==> src/hdl/dvru_pkg.sv <==
// shared types, codes and sizes for the distance-vector route table
// no dependencies

package dvru_pkg;

    localparam int ENTRIES = 32;
    localparam int IDX_W   = $clog2(ENTRIES);

    localparam logic [1:0] OP_CLEAR  = 2'd0;
    localparam logic [1:0] OP_LOAD   = 2'd1;
    localparam logic [1:0] OP_ADVERT = 2'd2;
    localparam logic [1:0] OP_LOOKUP = 2'd3;

    localparam logic [2:0] ST_UNCHANGED = 3'd0;
    localparam logic [2:0] ST_INSERTED  = 3'd1;
    localparam logic [2:0] ST_IMPROVED  = 3'd2;
    localparam logic [2:0] ST_FULL      = 3'd3;
    localparam logic [2:0] ST_HIT       = 3'd4;
    localparam logic [2:0] ST_MISS      = 3'd5;
    localparam logic [2:0] ST_DONE      = 3'd6;

    typedef struct packed {
        logic [1:0]  opcode;
        logic [15:0] network;
        logic [7:0]  hops;
        logic [7:0]  via_router;
    } item_t;

    typedef struct packed {
        logic [2:0] status;
        logic [7:0] route_hops;
        logic [7:0] route_next_hop;
    } result_t;

    typedef enum logic [1:0] {
        S_IDLE,
        S_MATCH,
        S_EXEC
    } state_t;

    typedef struct packed {
        logic capture;
        logic match;
        logic exec;
    } dvru_cmd_t;

endpackage

==> src/hdl/dvru_datapath.sv <==
// route table storage, parallel network match and update logic
// depends on dvru_pkg

module dvru_datapath (
    input  logic               clk,
    input  logic               rst_n,
    input  dvru_pkg::dvru_cmd_t cmd,
    input  dvru_pkg::item_t    item,
    output dvru_pkg::result_t  result
);

    dvru_pkg::item_t                      item_reg;
    logic [dvru_pkg::ENTRIES-1:0]         valid_reg;
    logic [dvru_pkg::ENTRIES-1:0]         valid_next;
    logic [dvru_pkg::ENTRIES-1:0]         match_reg;
    logic [dvru_pkg::ENTRIES-1:0]         free_reg;
    logic [15:0]                          net_mem [dvru_pkg::ENTRIES];
    logic [7:0]                           hops_mem [dvru_pkg::ENTRIES];
    logic [7:0]                           nh_mem [dvru_pkg::ENTRIES];
    dvru_pkg::result_t                    result_reg;
    dvru_pkg::result_t                    result_next;

    logic                                 hit;
    logic                                 has_free;
    logic [dvru_pkg::IDX_W-1:0]           hit_idx;
    logic [dvru_pkg::IDX_W-1:0]           free_idx;
    logic [dvru_pkg::IDX_W-1:0]           wr_idx;
    logic                                 wr_en;
    logic [7:0]                           wr_hops;
    logic [7:0]                           cur_hops;
    logic [7:0]                           cur_nh;
    logic [8:0]                           plus;
    logic [7:0]                           plus_sat;

    function automatic logic [dvru_pkg::IDX_W-1:0] first_set(
        input logic [dvru_pkg::ENTRIES-1:0] v
    );
        logic [dvru_pkg::IDX_W-1:0] r;
        r = '0;
        for (int i = dvru_pkg::ENTRIES - 1; i >= 0; i--)
        begin
            if (v[i])
            begin
                r = dvru_pkg::IDX_W'(i);
            end
        end
        return r;
    endfunction

    always_ff @(posedge clk)
    begin
        if (cmd.capture)
        begin
            item_reg <= item;
        end
    end

    // match stage against the table as left by the previous item
    always_ff @(posedge clk or negedge rst_n)
    begin
        if (!rst_n)
        begin
            match_reg <= '0;
            free_reg  <= '0;
        end
        else if (cmd.match)
        begin
            for (int i = 0; i < dvru_pkg::ENTRIES; i++)
            begin
                match_reg[i] <= valid_reg[i] && (net_mem[i] == item_reg.network);
            end
            free_reg <= ~valid_reg;
        end
    end

    assign hit      = |match_reg;
    assign has_free = |free_reg;
    assign hit_idx  = first_set(match_reg);
    assign free_idx = first_set(free_reg);
    assign cur_hops = hops_mem[hit_idx];
    assign cur_nh   = nh_mem[hit_idx];
    assign plus     = {1'b0, item_reg.hops} + 9'd1;
    assign plus_sat = plus[8] ? 8'hff : plus[7:0];

    always_comb
    begin
        wr_en       = 1'b0;
        wr_idx      = hit ? hit_idx : free_idx;
        wr_hops     = item_reg.hops;
        valid_next  = valid_reg;
        result_next = '{status: dvru_pkg::ST_UNCHANGED, route_hops: 8'd0,
                        route_next_hop: 8'd0};
        unique case (item_reg.opcode)
            dvru_pkg::OP_CLEAR:
            begin
                valid_next         = '0;
                result_next.status = dvru_pkg::ST_DONE;
            end
            dvru_pkg::OP_LOAD:
            begin
                if (hit || has_free)
                begin
                    wr_en       = 1'b1;
                    result_next = '{status: dvru_pkg::ST_DONE,
                                    route_hops: item_reg.hops,
                                    route_next_hop: item_reg.via_router};
                end
                else
                begin
                    result_next.status = dvru_pkg::ST_FULL;
                end
            end
            dvru_pkg::OP_ADVERT:
            begin
                if (hit)
                begin
                    if ({1'b0, cur_hops} > plus)
                    begin
                        wr_en       = 1'b1;
                        wr_hops     = plus[7:0];
                        result_next = '{status: dvru_pkg::ST_IMPROVED,
                                        route_hops: plus[7:0],
                                        route_next_hop: item_reg.via_router};
                    end
                    else
                    begin
                        result_next = '{status: dvru_pkg::ST_UNCHANGED,
                                        route_hops: cur_hops,
                                        route_next_hop: cur_nh};
                    end
                end
                else if (has_free)
                begin
                    wr_en       = 1'b1;
                    wr_hops     = plus_sat;
                    result_next = '{status: dvru_pkg::ST_INSERTED,
                                    route_hops: plus_sat,
                                    route_next_hop: item_reg.via_router};
                end
                else
                begin
                    result_next.status = dvru_pkg::ST_FULL;
                end
            end
            dvru_pkg::OP_LOOKUP:
            begin
                if (hit)
                begin
                    result_next = '{status: dvru_pkg::ST_HIT,
                                    route_hops: cur_hops,
                                    route_next_hop: cur_nh};
                end
                else
                begin
                    result_next.status = dvru_pkg::ST_MISS;
                end
            end
            default:
            begin
                result_next.status = dvru_pkg::ST_UNCHANGED;
            end
        endcase
        if (wr_en)
        begin
            valid_next[wr_idx] = 1'b1;
        end
    end

    always_ff @(posedge clk or negedge rst_n)
    begin
        if (!rst_n)
        begin
            valid_reg <= '0;
        end
        else if (cmd.exec)
        begin
            valid_reg <= valid_next;
        end
    end

    always_ff @(posedge clk)
    begin
        if (cmd.exec && wr_en)
        begin
            net_mem[wr_idx]  <= item_reg.network;
            hops_mem[wr_idx] <= wr_hops;
            nh_mem[wr_idx]   <= item_reg.via_router;
        end
    end

    always_ff @(posedge clk)
    begin
        if (cmd.exec)
        begin
            result_reg <= result_next;
        end
    end

    assign result = result_reg;

    a_match_unique: assert property (@(posedge clk) disable iff (!rst_n)
        $onehot0(match_reg))
        else $error("network matched in more than one slot");

    a_clear_empties: assert property (@(posedge clk) disable iff (!rst_n)
        (cmd.exec && item_reg.opcode == dvru_pkg::OP_CLEAR) |=> (valid_reg == '0))
        else $error("table not empty after clear");

    a_full_no_write: assert property (@(posedge clk) disable iff (!rst_n)
        (cmd.exec && result_next.status == dvru_pkg::ST_FULL) |=> $stable(valid_reg))
        else $error("table changed on a full result");

endmodule

==> src/hdl/dvru_ctrl.sv <==
// controller state machine: input capture, match and execute sequencing
// depends on dvru_pkg

module dvru_ctrl (
    input  logic                clk,
    input  logic                rst_n,
    input  logic                item_valid,
    output logic                item_ready,
    output logic                result_valid,
    input  logic                result_ready,
    output dvru_pkg::dvru_cmd_t cmd
);

    dvru_pkg::state_t state_reg;
    dvru_pkg::state_t state_next;
    logic             out_valid_reg;
    logic             out_valid_next;
    logic             slot_free;

    assign slot_free = !out_valid_reg || result_ready;

    always_ff @(posedge clk or negedge rst_n)
    begin
        if (!rst_n)
        begin
            state_reg     <= dvru_pkg::S_IDLE;
            out_valid_reg <= 1'b0;
        end
        else
        begin
            state_reg     <= state_next;
            out_valid_reg <= out_valid_next;
        end
    end

    always_comb
    begin
        state_next  = state_reg;
        item_ready  = 1'b0;
        cmd         = '0;
        unique case (state_reg)
            dvru_pkg::S_IDLE:
            begin
                item_ready = 1'b1;
                if (item_valid)
                begin
                    cmd.capture = 1'b1;
                    state_next  = dvru_pkg::S_MATCH;
                end
            end
            dvru_pkg::S_MATCH:
            begin
                cmd.match  = 1'b1;
                state_next = dvru_pkg::S_EXEC;
            end
            dvru_pkg::S_EXEC:
            begin
                if (slot_free)
                begin
                    cmd.exec   = 1'b1;
                    item_ready = 1'b1;
                    if (item_valid)
                    begin
                        cmd.capture = 1'b1;
                        state_next  = dvru_pkg::S_MATCH;
                    end
                    else
                    begin
                        state_next = dvru_pkg::S_IDLE;
                    end
                end
            end
            default:
            begin
                state_next = dvru_pkg::S_IDLE;
            end
        endcase
        if (cmd.exec)
        begin
            out_valid_next = 1'b1;
        end
        else if (result_ready)
        begin
            out_valid_next = 1'b0;
        end
        else
        begin
            out_valid_next = out_valid_reg;
        end
    end

    assign result_valid = out_valid_reg;

    a_exec_slot_free: assert property (@(posedge clk) disable iff (!rst_n)
        cmd.exec |-> (!out_valid_reg || result_ready))
        else $error("result overwritten while waiting");

    a_capture_to_match: assert property (@(posedge clk) disable iff (!rst_n)
        cmd.capture |=> (state_reg == dvru_pkg::S_MATCH))
        else $error("captured beat not matched next cycle");

    a_exec_gives_result: assert property (@(posedge clk) disable iff (!rst_n)
        cmd.exec |=> out_valid_reg)
        else $error("executed beat produced no result");

endmodule

==> src/hdl/distance_vector_route_update.sv <==
// top level of the distance-vector route table update block
// depends on dvru_pkg, dvru_ctrl, dvru_datapath
//
// item channel: item_valid / item_ready carry one request beat (opcode,
// network, hops, via_router). result channel: result_valid / result_ready
// carry one beat (status, route_hops, route_next_hop) for every request.
// a request is registered on acceptance, matched against all table slots
// in the next cycle and executed (table write plus result register load)
// once the result register is free or being taken. a new request can be
// accepted in the same cycle as the previous one executes; throughput is
// set by the match-then-execute sequence of the controller.
// reset empties the table (all slot valid bits cleared) and drops any
// pending result. when the receiver stalls, the result is held; one more
// request is accepted and matched, then waits in execute until the result
// register is taken.

module distance_vector_route_update (
    input  logic              clk,
    input  logic              rst_n,
    input  logic              item_valid,
    output logic              item_ready,
    input  dvru_pkg::item_t   item,
    output logic              result_valid,
    input  logic              result_ready,
    output dvru_pkg::result_t result
);

    dvru_pkg::dvru_cmd_t cmd;

    dvru_ctrl u_ctrl (
        .clk          (clk),
        .rst_n        (rst_n),
        .item_valid   (item_valid),
        .item_ready   (item_ready),
        .result_valid (result_valid),
        .result_ready (result_ready),
        .cmd          (cmd)
    );

    dvru_datapath u_datapath (
        .clk    (clk),
        .rst_n  (rst_n),
        .cmd    (cmd),
        .item   (item),
        .result (result)
    );

endmodule
==> config.mk <==
export PLATFORM = sky130hd
export DESIGN_NAME = distance_vector_route_update
export DESIGN_NICKNAME = d
export VERILOG_FILES = /design/src/hdl/dvru_pkg.sv /design/src/hdl/dvru_datapath.sv /design/src/hdl/dvru_ctrl.sv /design/src/hdl/distance_vector_route_update.sv
export SDC_FILE = /design/constraint.sdc
export NUM_CORES = 2
export LEC_CHECK = 0
export BUFFER_PORTS_ARGS = -buffer_cell sky130_fd_sc_hd__buf_2
export CAP_MARGIN = 20
export CORE_ASPECT_RATIO = 1.4
export CORE_MARGIN = 4
export CORE_UTILIZATION = 55
export CTS_BUF_LIST = sky130_fd_sc_hd__clkbuf_8
export DETAILED_ROUTE_END_ITERATION = 8
export PLACE_DENSITY = 0.75
export SYNTH_ARGS = -nofsm -noshare
export SYNTH_HDL_FRONTEND = slang
export SYNTH_SLANG_ARGS = --single-unit
==> constraint.sdc <==
create_clock -name clk -period 8.9 [get_ports clk]
set_input_delay 0.89 -clock clk [delete_from_list [all_inputs] [get_ports clk]]
set_output_delay 0.89 -clock clk [all_outputs]
set_load 0.03 [all_outputs]
# == Word level (Yosys, flattened, before mapping) ==
# Memories as Yosys holds them, arrays and structs flattened.
# Cells that the tools add are included.
# word_totals
register_bits,152
latch_bits,0
ram_bits,1024
rom_bits,0
in_bits,38
output_inout_bits,21
word_cells,207
mem_count,3
# memory_table
name,words,width,rd,rd_clocked_by_memory_dff,wr,line,source
u_datapath.net_mem,32,16,32,0,1,dvru_datapath.sv:17,logic [15:0] net_mem [dvru_pkg::ENTRIES];
u_datapath.hops_mem,32,8,1,0,1,dvru_datapath.sv:18,logic [7:0] hops_mem [dvru_pkg::ENTRIES];
u_datapath.nh_mem,32,8,1,0,1,dvru_datapath.sv:19,logic [7:0] nh_mem [dvru_pkg::ENTRIES];
# op_classes
add_sub_neg,1
n_mul,0
n_div,0
magnitude_cmp,3
eq_ne,39
shifts,0
mux,104
bitwise,2
reduce_logical,43
# op_table
cell,count
equality test 16 bit,32
two-way mux 5 bit,65
two-way mux 32 bit,2
OR reduction 32 bit,2
two-way mux 16 bit,3
case mux 16 bit (3 select lines),1
two-way mux 8 bit,5
two-way mux 18 bit,2
logical AND 1 bit,34
inverter 32 bit,1
bitwise OR 32 bit,1
two-way mux 1 bit,16
case mux 3 bit (4 select lines),1
"adder 8 x 1 -> 9 bit, second input constant",1
> comparator 8 x 9 -> 1 bit,1
"equality test 2 bit, second input constant",3
"< comparator 5 x 6 -> 1 bit, second input constant",1
two-way mux 2 bit,3
case mux 1 bit (2 select lines),3
case mux 2 bit (3 select lines),1
demux 1 bit (select 5 bit),1
">= comparator 5 x 1 -> 1 bit, second input constant",1
"equality test 2 x 1 -> 1 bit, second input constant",2
zero test 2 bit,2
7 further kinds,8

# == Longest topological paths before layout ==
# An unclocked memory read counts as a cell.
# depth
depth_word,40
ltp_mapped,25
mapped_depth_nobuf,21

# == Hierarchy ==
# Synthesis repeated with hierarchy kept, for this count alone.
# unflattened
hier_cells,3383
area_unflattened_um2,48831.8
# by_module_without_submodules
mod,n_inst,cells_each,area_each_um2,seq_area_each_um2
dvru_datapath,1,3367,48677.9,34743.3
dvru_ctrl,1,16,153.9,75.1

# == Least setup slack after synthesis ==
# OpenSTA, ideal clock, no wires.
# synth_timing
path_kind,register -> register
start,register u_datapath.match_reg[7] (netlist bit)
end,memory u_datapath.hops_mem[12][0] (enable)
setup_time_ps,461
arrival_ps,7111
required_ps,8439
setup_slack_ps,1328
stages_incl_launch_ff,26
path_buffers,5
period_less_slack_ps,7572
cell_sequence,dfrtp_1 or4_1 or3_1 nor4b_2 a21oi_1 buf_2 buf_2 buf_6 clkbuf_1 nand2_1 nand3_1 o21ai_0 o22ai_1 o21ai_0 o21ai_0 ha_1 o21a_1 o21ai_0 a2111oi_0 o21ai_1 a21oi_4 nor2_8 a21oi_2 nand2_4 buf_6 nor3_1
# synth_between
elab_chain_len,16
elab_cells_between_ends,20
classes_between,order compare (1); mux (15); reduce/logical (3); memory (1)
# synth_lines
element,line,source
"start, declared",dvru_datapath.sv:15,logic [dvru_pkg::ENTRIES-1:0] match_reg;
"start signal, assigned by index",dvru_datapath.sv:70,match_reg[i] <= valid_reg[i] && (net_mem[i] == item_reg.network);
two-way mux 5 bit (8 in a row),dvru_datapath.sv:42,if (v[i])
memory read (32 x 8 bit),-,
> comparator 8 x 9 -> 1 bit,dvru_datapath.sv:117,"if ({1'b0, cur_hops} > plus)"
two-way mux 1 bit,dvru_datapath.sv:117,
two-way mux 1 bit,dvru_datapath.sv:115,if (hit)
case mux 1 bit (2 select lines),dvru_datapath.sv:93,unique case (item_reg.opcode)
logical AND 1 bit,dvru_datapath.sv:183,if (cmd.exec && wr_en)
two-way mux 1 bit,dvru_datapath.sv:183,
two-way mux 1 bit (not written as such),dvru_datapath.sv:186,hops_mem[wr_idx] <= wr_hops;
"end, declared",dvru_datapath.sv:18,
# Parallel ways exist; a longest one is shown, timed or not.

# == Worst setup path in the final report ==
# layout_timing
start,register u_datapath.match_reg[7] (netlist bit)
end,memory u_datapath.nh_mem[3][6] (enable)
# layout_between
elab_chain_len,16
elab_cells_between_ends,20
classes_between,order compare (1); mux (15); reduce/logical (3); memory (1)
# layout_lines
element,line,source
two-way mux 5 bit (8 in a row),dvru_datapath.sv:42,
memory read (32 x 8 bit),-,
> comparator 8 x 9 -> 1 bit,dvru_datapath.sv:117,
two-way mux 1 bit,dvru_datapath.sv:117,
two-way mux 1 bit,dvru_datapath.sv:115,
case mux 1 bit (2 select lines),dvru_datapath.sv:93,
logical AND 1 bit,dvru_datapath.sv:183,
two-way mux 1 bit,dvru_datapath.sv:183,
two-way mux 1 bit (not written as such),dvru_datapath.sv:187,nh_mem[wr_idx] <= item_reg.via_router;
"end, declared",dvru_datapath.sv:19,
# Parallel ways exist; a longest one is shown, timed or not.

==> report_table.html <==
<table>
<tr><th>Metric</th><th>Value</th></tr>
<tr><th colspan="2">Timing</th></tr>
<tr><td>Total count of hold-check failures in the final report</td><td>0</td></tr>
<tr><td>Clock period minus worst slack</td><td>roughly 7000 ps</td></tr>
<tr><td>Layout Skew</td><td>roughly 42 ps</td></tr>
<tr><td>Total of endpoints with negative setup slack in the final report</td><td>0</td></tr>
<tr><td>Final critical-path share of the clock period</td><td>0.808</td></tr>
<tr><td>Count of final max-slew check failures</td><td>0</td></tr>
<tr><td>Maximum clock rate</td><td>0.139 GHz</td></tr>
<tr><td>Worst Setup Slack, final</td><td>1700 ps</td></tr>
<tr><td>Final Hold Slack</td><td>between 100 and 150 ps</td></tr>
<tr><td>RSZ-0062 raised after global routing</td><td>no</td></tr>
<tr><td>Worst slew pin tran</td><td>approximately 1200 ps</td></tr>
<tr><td>Headroom to the max-slew limit</td><td>0.216</td></tr>
<tr><td>Post-route setup TNS</td><td>0 ps</td></tr>
<tr><th colspan="2">GRT</th></tr>
<tr><td>Pin count of the biggest net entering global routing</td><td>96</td></tr>
<tr><td>Number of global-route vias before repair</td><td>approximately 28000</td></tr>
<tr><td>Met2 Track Usage GR</td><td>0.434</td></tr>
<tr><td>Total global-route track usage</td><td>0.254</td></tr>
<tr><td>Leftover overflow at the end of global routing</td><td>0</td></tr>
<tr><td>Met3 track demand over resource</td><td>0.0445</td></tr>
<tr><td>Initial antenna violation count</td><td>1</td></tr>
<tr><td>Layer with the highest usage after global routing</td><td>met2</td></tr>
<tr><td>Global-route met1 utilization</td><td>0.308</td></tr>
<tr><td>First-pass GRT wire length</td><td>177000 µm</td></tr>
<tr><th colspan="2">Worst setup path</th></tr>
<tr><td>Crit path max-delay cell type</td><td>sky130_fd_sc_hd__a21o_4</td></tr>
<tr><td>Worst R2R Path Depth</td><td>20</td></tr>
<tr><td>Critical path peak fanout</td><td>between 90 and 100</td></tr>
<tr><td>Number of stages on the worst setup path</td><td>20</td></tr>
<tr><td>Critical path class</td><td>flip-flop to flip-flop</td></tr>
<tr><td>Cell family with most CP delay</td><td>simple AND/OR/NAND/NOR gates</td></tr>
<tr><td>CP arrival</td><td>7720 ps</td></tr>
<tr><td>Startpoint type of the worst setup path</td><td>flip-flop</td></tr>
<tr><td>Cell chain of the critical path</td><td>or4_1, or3_1, nor4b_2, a21o_4, and2_1, a211oi_1, a31oi_1, a221oi_1, mux2i_1, ha_1, nand4_1, nor2_1, a2111oi_0, o21ai_1, a21oi_4, nor2_8, nor2_2, nand2_4, nor3_2, buf_12</td></tr>
<tr><td>Critical path endpoint category</td><td>flip-flop</td></tr>
<tr><td>Flop-to-flop setup slack</td><td>1700 ps</td></tr>
<tr><td>Worst reg2reg path endpoint</td><td>u_datapath.nh_mem[3][6]</td></tr>
<tr><td>R2r startpoint</td><td>u_datapath.match_reg[7]</td></tr>
<tr><td>Buffering stage count on the worst path with inverters included</td><td>1</td></tr>
<tr><td>Max stage delay on crit path</td><td>830 ps</td></tr>
<tr><td>Crit path to</td><td>u_datapath.nh_mem[3][6]</td></tr>
<tr><td>Crit path required time</td><td>roughly 9400 ps</td></tr>
<tr><td>Worst setup path startpoint</td><td>u_datapath.match_reg[7]</td></tr>
<tr><th colspan="2">Detailed routing</th></tr>
<tr><td>DRC violations left</td><td>0</td></tr>
<tr><td>Via count</td><td>28600</td></tr>
<tr><td>Detailed-route wire length per cell</td><td>around 25 µm</td></tr>
<tr><td>Mean number of vias per cell</td><td>5.95</td></tr>
<tr><td>Post-route antenna net violation count</td><td>0</td></tr>
<tr><td>Final routed wirelength across all metal layers</td><td>119000 µm</td></tr>
<tr><td>Violation count after the first detailed-route iteration</td><td>2731</td></tr>
<tr><td>Iteration count of the initial detailed-routing pass</td><td>6</td></tr>
<tr><th colspan="2">Worst hold path</th></tr>
<tr><td>Path class of the lowest-slack min-delay path</td><td>input port to async pin</td></tr>
<tr><th colspan="2">Run status</th></tr>
<tr><td>Result of the run</td><td>finished, final reports clean</td></tr>
<tr><th colspan="2">Die</th></tr>
<tr><td>Area enclosed by the die boundary</td><td>93400 µm²</td></tr>
<tr><td>Placement Rows</td><td>128</td></tr>
<tr><td>Area of the core</td><td>87400 µm²</td></tr>
<tr><td>Width of the chip</td><td>259 µm</td></tr>
<tr><td>I/O pin total</td><td>59</td></tr>
<tr><td>Initial cell density of the core</td><td>0.557</td></tr>
<tr><td>Die height</td><td>about 360 µm</td></tr>
<tr><th colspan="2">Power and ir drop</th></tr>
<tr><td>Total power</td><td>0.0106 W</td></tr>
<tr><td>Power per Cell Area</td><td>between 150 and 200 nW/µm²</td></tr>
<tr><td>Net switching component of the power</td><td>between 0.002 and 0.0025 W</td></tr>
<tr><td>Clock network fraction of total power</td><td>0.364</td></tr>
<tr><td>Total internal power</td><td>just over 0.008 W</td></tr>
<tr><td>Switching power share of the total</td><td>0.230</td></tr>
<tr><td>Share of total power in sequential cells</td><td>0.579</td></tr>
<tr><td>Lkg Pwr</td><td>18.0 nW</td></tr>
<tr><td>Combinational share of power</td><td>0.057</td></tr>
<tr><td>Max rail drop VDD</td><td>168 µV</td></tr>
<tr><th colspan="2">Clock network</th></tr>
<tr><td>Clock transition at the register clock pins on the worst setup and hold paths after CTS</td><td>60 ps</td></tr>
<tr><td>CTS tree</td><td>yes</td></tr>
<tr><td>Total of hold buffers inserted after clock tree synthesis</td><td>0</td></tr>
<tr><td>Number of gates resized after CTS</td><td>0</td></tr>
<tr><td>Clock Sinks</td><td>1176</td></tr>
<tr><td>Number of setup buffers added after CTS</td><td>0</td></tr>
<tr><td>CTS HTree Levels</td><td>4</td></tr>
<tr><td>Buffer type at the clock tree root</td><td>sky130_fd_sc_hd__clkbuf_8</td></tr>
<tr><td>Clock latency reported for the late side of the worst-skew pair</td><td>830 ps</td></tr>
<tr><td>Longest Clk Path Bufs</td><td>3</td></tr>
<tr><td>Total CTS buffers</td><td>163</td></tr>
<tr><th colspan="2">Synthesis</th></tr>
<tr><td>Number of enable flip-flop cells after synthesis</td><td>1077</td></tr>
<tr><td>Yosys Warn Count</td><td>0</td></tr>
<tr><td>Cell type with the largest total area after synthesis</td><td>sky130_fd_sc_hd__edfxtp_1</td></tr>
<tr><td>Post-synthesis cell type count</td><td>62</td></tr>
<tr><td>Count of state elements after synthesis</td><td>1176</td></tr>
<tr><td>Average footprint of a synthesized cell</td><td>14.5 µm²</td></tr>
<tr><td>Most frequent cells after synthesis</td><td>1077 x sky130_fd_sc_hd__edfxtp_1, 384 x sky130_fd_sc_hd__nand2_1, 330 x sky130_fd_sc_hd__xnor2_1</td></tr>
<tr><td>Post-Synthesis Cell Area</td><td>48700 µm²</td></tr>
<tr><td>Synthesized instance count</td><td>3351</td></tr>
<tr><td>Area share of the largest cell type after synthesis</td><td>0.665</td></tr>
<tr><td>Top FF cell, synth</td><td>sky130_fd_sc_hd__edfxtp_1</td></tr>
<tr><td>Net count of the mapped netlist</td><td>between 3000 and 4000</td></tr>
<tr><td>Top-count cell post-synth</td><td>sky130_fd_sc_hd__edfxtp_1</td></tr>
<tr><td>Ys async rst share</td><td>0.0842</td></tr>
<tr><td>Proportion of synthesized chip area in sequential cells</td><td>0.715</td></tr>
<tr><td>Top cells by area, synth</td><td>sky130_fd_sc_hd__edfxtp_1 66%, sky130_fd_sc_hd__xnor2_1 5.9%, sky130_fd_sc_hd__dfrtp_1 5.1%</td></tr>
<tr><th colspan="2">Placement</th></tr>
<tr><td>Count of buffers inserted at the top-level ports</td><td>58</td></tr>
<tr><td>Final HPWL DP</td><td>72400 µm</td></tr>
<tr><td>RD Place Congestion</td><td>0.923</td></tr>
<tr><td>Post-placement setup slack</td><td>1730 ps</td></tr>
<tr><th colspan="2">Finish</th></tr>
<tr><td>Growth of design area from synthesis to finish</td><td>10.8%</td></tr>
<tr><td>Max reg flops</td><td>512</td></tr>
<tr><td>Final Core Density</td><td>0.616</td></tr>
<tr><td>Register with the most flip-flops</td><td>u_datapath.net_mem</td></tr>
<tr><td>Final net count</td><td>3563</td></tr>
<tr><td>Ratio of cells with drive above 1 in the final layout</td><td>0.128</td></tr>
<tr><td>Largest registers</td><td>u_datapath.net_mem (512), u_datapath.hops_mem (256), u_datapath.nh_mem (256)</td></tr>
<tr><th colspan="2">Flow run</th></tr>
<tr><td>Maximum Capacitance Violations</td><td>0</td></tr>
</table>
==> cells by family after synthesis <==
family                     share of synthesized area
DFF                                            0.715
and+or+nand+nor                               0.0882
xor gates and xnor gates                      0.0932
AOI/OAI and AO/OA                             0.0628
buffers and inverters                         0.0186
muxes                                         0.0182
adders and majority gates                    0.00360
==> routing by layer <==
metal,vias up,part of all wire
met5,-,0
met4,0,0.058
met3,295,0.069
met2,1269,0.51
met1,14200,0.36
li1,12800,-
==> placed cells by master (no fill, tap or decap), types with 25 or more instances in the layout <==
master / netlist / layout
sky130_fd_sc_hd__edfxtp_1: 1077 / 1077
sky130_fd_sc_hd__nand2_1: 384 / 383
sky130_fd_sc_hd__xnor2_1: 330 / 330
sky130_fd_sc_hd__xor2_1: 188 / 188
sky130_fd_sc_hd__clkbuf_8: 0 / 177
sky130_fd_sc_hd__buf_4: 0 / 116
sky130_fd_sc_hd__nand4_1: 108 / 108
sky130_fd_sc_hd__nor3_1: 130 / 101
sky130_fd_sc_hd__dfrtp_1: 99 / 99
sky130_fd_sc_hd__inv_1: 22 / 86
sky130_fd_sc_hd__a21oi_1: 78 / 74
sky130_fd_sc_hd__nor2_1: 74 / 70
sky130_fd_sc_hd__mux2i_1: 67 / 67
sky130_fd_sc_hd__nand3_1: 67 / 67
sky130_fd_sc_hd__and2_1: 65 / 64
sky130_fd_sc_hd__a31oi_1: 63 / 61
sky130_fd_sc_hd__a211oi_1: 60 / 60
sky130_fd_sc_hd__buf_2: 38 / 57
sky130_fd_sc_hd__o21ai_0: 59 / 55
sky130_fd_sc_hd__a32o_1: 30 / 30
sky130_fd_sc_hd__nor3_2: 1 / 30
sky130_fd_sc_hd__clkinv_1: 0 / 27
sky130_fd_sc_hd__a22oi_1: 25 / 25
==> metrics by stage <==
step           instances  cell area, µm²
6_report            4817           53900
3_3_place_gp        4511           50800
4_1_cts             4811           53800
3_5_place_dp        4511           50800
2_1_floorplan       3351           48700
5_1_grt             4817           53900
==> worst min path at each step <==
stage                                  startpoint  slack [ps]                        to  depth (start not counted)
after floorplan           u_datapath.valid_reg[2]         440    u_datapath.free_reg[2]                          1
after global placement    u_datapath.valid_reg[3]         470    u_datapath.free_reg[3]                          1
after detailed placement  u_datapath.valid_reg[3]         460    u_datapath.free_reg[3]                          1
after CTS                                   rst_n          50  u_datapath.match_reg[24]                          1
after global routing                        rst_n         100   u_datapath.free_reg[26]                          1
final                                       rst_n         120   u_datapath.free_reg[26]                          1
==> final cells by class <==
class	count	area [µm²]
Antenna cell	1	2.50
Clock buffer	177	2440
Clock inverter	123	598
Fill cell	6485	33500
Inverter	22	82.6
Multi-Input combinational cell	1967	13200
Sequential cell	1176	34800
Tap cell	1170	1460
Timing Repair Buffer	181	1310
==> power groups by stage <==
stage	Sequential, W	Clock (W)	Combinational [W]
CTS	0.00614	0.00392	0.000594
finish	0.00614	0.00386	0.000601
global route	0.00614	0.00419	0.000647
floorplan	0.00628	0	0.000341
detailed placement	0.00626	0	0.000593
global placement	0.00626	0	0.000582
(Power assumes the default switching activity.)
